File: config.mk
export PLATFORM = sky130hd
export DESIGN_NAME = sms_addr_map
export DESIGN_NICKNAME = d
export VERILOG_FILES = /design/src/hw/rtl/sms_pkg.sv /design/src/hw/rtl/sms_addr_map.sv
export SDC_FILE = /design/constraint.sdc
export NUM_CORES = 1
export LEC_CHECK = 0
export ABC_AREA = 1
export BUFFER_PORTS_ARGS = -buffer_cell sky130_fd_sc_hd__buf_4
export CELL_PAD_IN_SITES_DETAIL_PLACEMENT = 1
export CELL_PAD_IN_SITES_GLOBAL_PLACEMENT = 1
export CORE_MARGIN = 3
export CORE_UTILIZATION = 31
export DETAILED_ROUTE_END_ITERATION = 8
export GPL_TIMING_DRIVEN = 0
export PLACE_DENSITY_LB_ADDON = 0.1
export SYNTH_ARGS = -nofsm -noshare
export SYNTH_HDL_FRONTEND = slang
export SYNTH_SLANG_ARGS = --single-unit
File: constraint.sdc
create_clock -name vclk -period 23.2
set_clock_uncertainty 0.2 [all_clocks]
set_input_delay 4.64 -clock vclk [all_inputs]
set_output_delay 4.64 -clock vclk [all_outputs]
set_load 0.01 [all_outputs]
File: src/hw/rtl/sms_pkg.sv
// Package of the sphere-map texel store: widths, row tables and lookup functions.
`default_nettype none

package sms_pkg;

  // Map geometry at a resolution of 64
  localparam int Resolution = 64;
  localparam int NumRows    = Resolution / 2;
  localparam int HalfRows   = Resolution / 4;
  localparam int RowBits    = $clog2(NumRows);
  localparam int LenBits    = $clog2(Resolution + 1);
  localparam int TexelCount = 1384;
  localparam int AddrBits   = $clog2(TexelCount);
  localparam int FracBits   = 16;
  localparam int DataBits   = 24;

  // Command codes of an input beat
  localparam logic CmdRead  = 1'b0;
  localparam logic CmdWrite = 1'b1;

  typedef logic [RowBits-1:0]  row_t;
  typedef logic [LenBits-1:0]  len_t;
  typedef logic [AddrBits-1:0] addr_t;
  typedef logic [FracBits-1:0] frac_t;

  // Row lengths ceil(64*cos(2*pi*k/64)) from the equator outwards
  localparam len_t HalfLen [HalfRows] = '{
    64, 64, 63, 62, 60, 57, 54, 50, 46, 41, 36, 31, 25, 19, 13, 7
  };

  // Store index of the first texel of each row
  localparam addr_t RowStart [NumRows] = '{
       0,    7,   20,   39,   64,   95,  131,  172,
     218,  268,  322,  379,  439,  501,  564,  628,
     692,  756,  820,  883,  945, 1005, 1062, 1116,
    1166, 1212, 1253, 1289, 1320, 1345, 1364, 1377
  };

  // Length of a row, mirrored about the equator
  function automatic len_t row_length(input row_t row);
    row_t k;
    if (row >= row_t'(HalfRows)) begin
      k = row - row_t'(HalfRows);
    end else begin
      k = row_t'(HalfRows - 1) - row;
    end
    return HalfLen[k[RowBits-2:0]];
  endfunction

  // First store index of a row
  function automatic addr_t row_start(input row_t row);
    return RowStart[row];
  endfunction

endpackage

`default_nettype wire

File: src/hw/rtl/sms_addr_map.sv
// Coordinate to store-index mapping of the sphere-map texel store.
`default_nettype none

module sms_addr_map (
  input  wire logic [sms_pkg::FracBits-1:0] u_frac_i,
  input  wire logic [sms_pkg::FracBits-1:0] v_frac_i,
  output logic      [sms_pkg::AddrBits-1:0] addr_o
);

  localparam int FracW = sms_pkg::FracBits;
  localparam int LenW  = sms_pkg::LenBits;
  localparam int RowW  = sms_pkg::RowBits;

  sms_pkg::row_t              row;
  sms_pkg::len_t              len;
  logic [FracW+LenW-1:0]      prod;
  logic [LenW-1:0]            col;

  // Pick the latitude row from the top bits of v
  assign row = v_frac_i[FracW-1 -: RowW];

  // Scale u by the row length and add the row start
  always_comb begin
    len    = sms_pkg::row_length(row);
    prod   = (FracW + LenW)'(u_frac_i) * (FracW + LenW)'(len);
    col    = prod[FracW+LenW-1:FracW];
    addr_o = sms_pkg::row_start(row) + sms_pkg::AddrBits'(col);
  end

endmodule

`default_nettype wire

==> results.md, run 1 <==
* Status: completed
* ANT cells at 0
* Synth-to-Final Area Change at 10.3%
* Leading cell types in the layout, fill and taps excluded: 130 x inv_1, 126 x nand2_1, 104 x nor2_1
* Pwr Density at 159 nW/um^2
* Number of design-rule violations left by the first detailed-router iteration at 161
* Worst Hold Path Cells at 4
* Initial core utilization at 31.8%
* Router iterations before antenna repair at 4
* Post-synth top area cell: fa_1
* Die height at 126 microns
* Wire length of the first global-routing pass at 23800 microns
* Post-route standard cell area excluding fillers at 4880 sq um
* Number of violations of the max-capacitance limit at 0
* Maximum number of pins on one net before global-route repair at 11
* Post-DP Area at 4880 sq um
* Post-detail-place hpwl at 12000 microns
* Number of antenna-violating nets in the routed design at 0
* Routed vias at 4269
* Total standard cell area after synthesis at 4430 sq um
* Routed length per instance at 15.8 microns
* Number of antenna violations at the first check in global routing at 0
* Crit-path most repeated cell: nand2_1
* Number of clock-tree buffers in the layout at 0
* Last weighted congestion value of the routability-driven placer at 0.838
* Count of instances resized after the clock tree is built at 0
* Seq cells at 0
* Number of failing setup endpoints in the final timing report at 0
* DR DRC count at 0
* Post-synthesis cell type count at 40
* Count of mapped cells out of synthesis at 653
* Vias per cell at 4.94
* Critical path endpoint category: primary output
* Leakage Power at 2.70 nW
* Worst Path Max Fanout at 10
* Hold path endpoint: addr_o[10]
* HP Start: v_frac_i[15]
* Gr usage total at 18.0%
* Max-slew headroom at the worst pin at 37.3%
* Post-CTS repair timing setup buffer count at 0
* Worst vdd rail ir drop at 84.1 uV
* Standard-cell row count at 43
* Number of hold violations in the final report at 0
* Overall overflow remaining after global route at 0
* Sum of routed wire length over all layers at 13600 microns
* Critical path startpoint category: primary input
* Largest incremental delay on the critical path at 710 ps
* Register cell area after layout at 0 sq um
* Synthesized netlist net count at 810
* Maximum operating frequency at 57.0 MHz
* Category of the most critical setup path: in -> out
* Area contributors post-synth: fa_1 31%, ha_1 16%, inv_1 11%, nand2_1 11%, nor2_1 8.8%
* Worst Hold Margin at 9530 ps
* Overall power of the completed layout at 0.778 mW
* Path class of the lowest-slack min-delay path: in -> out
* Critical path arrival at 12690 ps
* Die ar. at 15800 sq um
* Sequential share of the synthesized area at 0%
* Number of warnings issued by yosys at 0
* Area share of the largest cell type after synthesis at 31.2%
* Worst Max-Slew Pin Slew at 937 ps
* Count of final max-slew check failures at 0
* Crit share post-route at 75.6%
* Core Box Area at 13900 sq um
* CP max-delay cell: nor2_1
* Unrepaired setup endpoints after global routing: false
* Number of nets at the end of the flow at 843
* Most common cell after layout, fill and taps aside: inv_1
* Number of global-route vias before repair at 4776
* Die boundary width at 126 microns
* Total negative setup slack at 0 ps
* Port Buffer Count at 31
* Number of top-level pins at 43
* Mean instance size in the synthesized netlist at 6.78 sq um
* Share of layout cells above drive strength 1 at 7.46%
* Critical Path RT at 18360 ps
* Min Clock Period, post-route at 17530 ps
* Count of hold-fix buffers inserted at cts at 0
-- metrics by stage --
step                utilization (%)  std cells  setup WS [ps]
floorplan                         -        653           7450
global placement               35.1        864           5750
detailed placement             35.1        864           5670
CTS                            35.1        864           5630
global route                   35.1        864           4960
finish                         35.1        864           5670
-- worst max-delay path by stage --
stage | slack [ps] | start | cells past startpoint | endpoint
6_report | 5670 | v_frac_i[13] | 39 | addr_o[10]
5_1_grt | 4960 | v_frac_i[12] | 38 | addr_o[10]
3_3_place_gp | 5750 | v_frac_i[12] | 38 | addr_o[10]
2_1_floorplan | 7450 | v_frac_i[13] | 37 | addr_o[10]
4_1_cts | 5630 | v_frac_i[13] | 39 | addr_o[10]
3_5_place_dp | 5670 | v_frac_i[13] | 39 | addr_o[10]
-- layout make-up --
class                           instances  area (sq um)
Inverter                              135           509
Timing Repair Buffer                   31           233
Multi-Input combinational cell        505          3860
Tap cell                              180           225
Fill cell                            1801          9050
Buffer                                 13          57.6
-- power breakdown --
group | leakage [nW] | internal [mW] | switching, mW | total (mW)
logic | 2.70 | 0.311 | 0.467 | 0.778
registers | 0 | 0 | 0 | 0
clock network | 0 | 0 | 0 | 0
total | 2.70 | 0.311 | 0.467 | 0.778
-- routing by layer --
layer  track usage, %  part of all wire [%]  vias to the layer above
li1                 -                     -                     2093
met1             26.6                    50                     2140
met2             31.5                    48                       36
met3            0.342                   1.7                        0
met4           0.0638                     0                        0
met5                0                     0                        -
-- synth_stat cells, types with 4 or more instances --
library cell and number:
clkbuf_1 8, nor2_1 104, ha_1 56, nor3_1 6, inv_1 130, xnor2_1 4
inv_2 4, xor2_1 8, nand2_1 126, nand4_1 4, nand2_2 4, nand3_1 31
o21bai_1 4, buf_2 4, o21ai_0 27, a21oi_1 29, fa_1 69
-- cells by family after synthesis --
kind of cell | count (synthesis) | synth area share, %
AOI/OAI and AO/OA | 85 | 11.5
xor gates and xnor gates | 12 | 2.37
adders and majority gates | 125 | 47.0
buffers and inverters | 148 | 12.8
and+or+nand+nor | 283 | 26.3
-- critical path, delay by kind of cell --
| family | cells | cell delay (ps) |
|---|---|---|
| adder cells (fa/ha/maj) | 7 | 3040 |
| AO/OA/AOI/OAI | 10 | 2020 |
| buffers and inverters | 9 | 1210 |
| AND/OR/NAND/NOR | 13 | 1790 |
Note: power is estimated with default switching activity, not from simulation.
==> run 2: changes to the inputs <==
ABC_AREA = 0   (was 1)
clock period = 16.25 ns   (was 23.2 ns; I/O delays follow)
==> run 2 against run 1 <==
  * Non-clock buffer count increased by 10
  * Area after synthesis increased by 0.79%
  * Cell count decreased by 9.8%
  * Sequential share of layout area unchanged
  * Via count decreased by 6.7%
  * Critical endpoint is now addr_o[8]
  * Largest cell class unchanged
==> results.md, run 2 <==
* Last weighted congestion value of the routability-driven placer at 0.835
* Global route hottest layer: met2
* Combined area of the multi-input logic cells at 4060 sq um
* Count of final max-slew check failures at 0
* Mean instance size in the synthesized netlist at 7.86 sq um
* Wire length of the first global-routing pass at 23200 microns
* Number of violations of the max-capacitance limit at 0
* Commonest cells in the netlist: 83 x inv_1, 72 x and2_1, 69 x fa_1, 64 x nand2_1, 56 x ha_1
* Die height at 126 microns
* Post-route standard cell area excluding fillers at 4930 sq um
* Number of global-route vias before repair at 4433
* Number of hold violations in the final report at 0
* Number of failing setup endpoints in the final timing report at 0
* Min Clock Period, post-route at 15550 ps
* Final cell count without fillers at 779
* Area share of the largest cell type after synthesis at 31.0%
* Share of layout cells above drive strength 1 at 7.51%
* Met1 usage at 25.9%
* Gr usage total at 17.5%
* Post-detail-place hpwl at 11100 microns
* Worst vdd rail ir drop at 223 uV
* Maximum number of pins on one net before global-route repair at 14
* Number of top-level pins at 43
* Final design utilization at 35.2%
* Proportion of power drawn by combinational gates at 100.0%
* Worst Path Max Fanout at 13
* Net switching power at 0.445 mW
* Crit share post-route at 95.7%
* Grt met2 use at 29.9%
* Part of the power in registers at 0%
* Post-DP Area at 4930 sq um
* Sequential share of the synthesized area at 0%
* Number of warnings issued by yosys at 0
* Critical Path RT at 12800 ps
* Fraction of power consumed by the clock network at 0%
* Category of the most critical setup path: in -> out
* Area contributors post-synth: fa_1 31%, ha_1 16%, and2_1 10%, inv_1 7.0%, nand2_1 5.4%
* Overall overflow remaining after global route at 0
* DR DRC count at 0
* Core Box Area at 14000 sq um
* Instance count after placement with tap cells included at 779
* Total standard cell area after synthesis at 4460 sq um
* Post-synthesis cell type count at 54
* Synth-to-Final Area Change at 10.4%
* Port Buffer Count at 31
* Most frequently used cell type in the post-synthesis netlist: inv_1
* Sum of routed wire length over all layers at 13300 microns
* Number of fill cells at 1690
* ANT cells at 0
* Worst Max-Slew Pin Slew at 1130 ps
* Post-synth top area cell: fa_1
* Most common cell after layout, fill and taps aside: inv_1
* Switching power share of the total at 55.8%
* Initial core utilization at 31.9%
* Largest incremental delay on the critical path at 890 ps
* Total negative setup slack at 0 ps
* Critical path arrival at 12100 ps
* Maximum operating frequency at 64.3 MHz
* Router iterations before antenna repair at 4
* Status: completed
* CP max-delay cell: o21ai_0
* Leakage Power at 2.48 nW
* Number of antenna-violating nets in the routed design at 0
* Leading cell types in the layout, fill and taps excluded: 83 x inv_1, 72 x and2_1, 69 x fa_1
* Unrepaired setup endpoints after global routing: false
* Number of clock-tree buffers in the layout at 0
* Number of design-rule violations left by the first detailed-router iteration at 125
* Standard-cell row count at 43
* Synthesized netlist net count at 725
* Count of mapped cells out of synthesis at 568
* Internal cell power at 0.352 mW
* Routed vias at 3983
* Crit-path most repeated cell: fa_1
* Vias per cell at 5.11
* Pwr Density at 162 nW/um^2
* Die ar. at 15900 sq um
* Seq cells at 0
* Register cell area after layout at 0 sq um
* Number of antenna violations at the first check in global routing at 0
* Number of nets at the end of the flow at 758
* Startpoint of the most critical setup path: v_frac_i[12]
* Routed length per instance at 17.1 microns
* HP Start: v_frac_i[15]
* Count of hold-fix buffers inserted at cts at 0
* Met3 track demand over resource in global routing at 0.297%
* Max-slew headroom at the worst pin at 24.2%
* Path class of the lowest-slack min-delay path: in -> out
* Critical path endpoint category: primary output
* Critical path startpoint category: primary input
* Die boundary width at 126 microns
## run 2: cell types whose count changed after synthesis, moves of 4 or more
cell / change
nand3_1: -23
nor2b_1: +9
o221ai_1: +7
a21o_1: +5
inv_2: -4
clkbuf_1: +10
and2_1: +72
nand2_1: -62
inv_1: -47
a211oi_1: +8
nor2_1: -71
## run 2: layout make-up
cell class,instances,area share (%)
plain buffers,23,1.98
repair buffers,31,4.72
multi-input cells,462,82.4
well taps,180,4.57
inverters,83,6.32
## run 2: timing repair
item                       4_1_cts  5_1_grt
setup endpoints to repair        0        1
gates resized for setup          0        1
buffers inserted                 0        0
## run 2: power groups by stage
stage	logic [mW]	registers [mW]	clock network (mW)
floorplan	0.554	0	0
global placement	0.789	0	0
detailed placement	0.806	0	0
CTS	0.815	0	0
global route	0.927	0	0
finish	0.797	0	0
## run 2: metal layers
metal  vias up  wire length [microns]
li1       1928                      -
met1      2013                   6770
met2        36                   6300
met3         6                    142
met4         0                    104
met5         -                      0
## run 2: final timing paths
kind | end | slack [ps] | depth (start not counted)
hold / removal | addr_o[9] | 7000 | 5
setup / recovery | addr_o[8] | 700 | 33
## run 2: cell families after synthesis
family	Yosys count	share of synthesized area (%)
muxes	5	1.18
and+or+nand+nor	209	23.9
AOI/OAI and AO/OA	110	16.5
xor gates and xnor gates	13	2.55
buffers and inverters	106	9.17
adders and majority gates	125	46.7
## run 2: worst max-delay path, delay by kind of cell
family                   cells  cell delay (ps)
XOR/XNOR                     2              380
buffers and inverters        7             1470
adder cells (fa/ha/maj)      7             3180
AND/OR/NAND/NOR              4              580
AO/OA/AOI/OAI               13             3250
## run 2: stage by stage
step                      power [mW]  setup WS [ps]  hold WS (ps)
after global placement         0.789            736          6990
final                          0.797            698          7000
after detailed placement       0.806            581          6990
after global routing           0.927           97.1          7100
after floorplan                0.554           2500          6630
after CTS                      0.815            542          7000
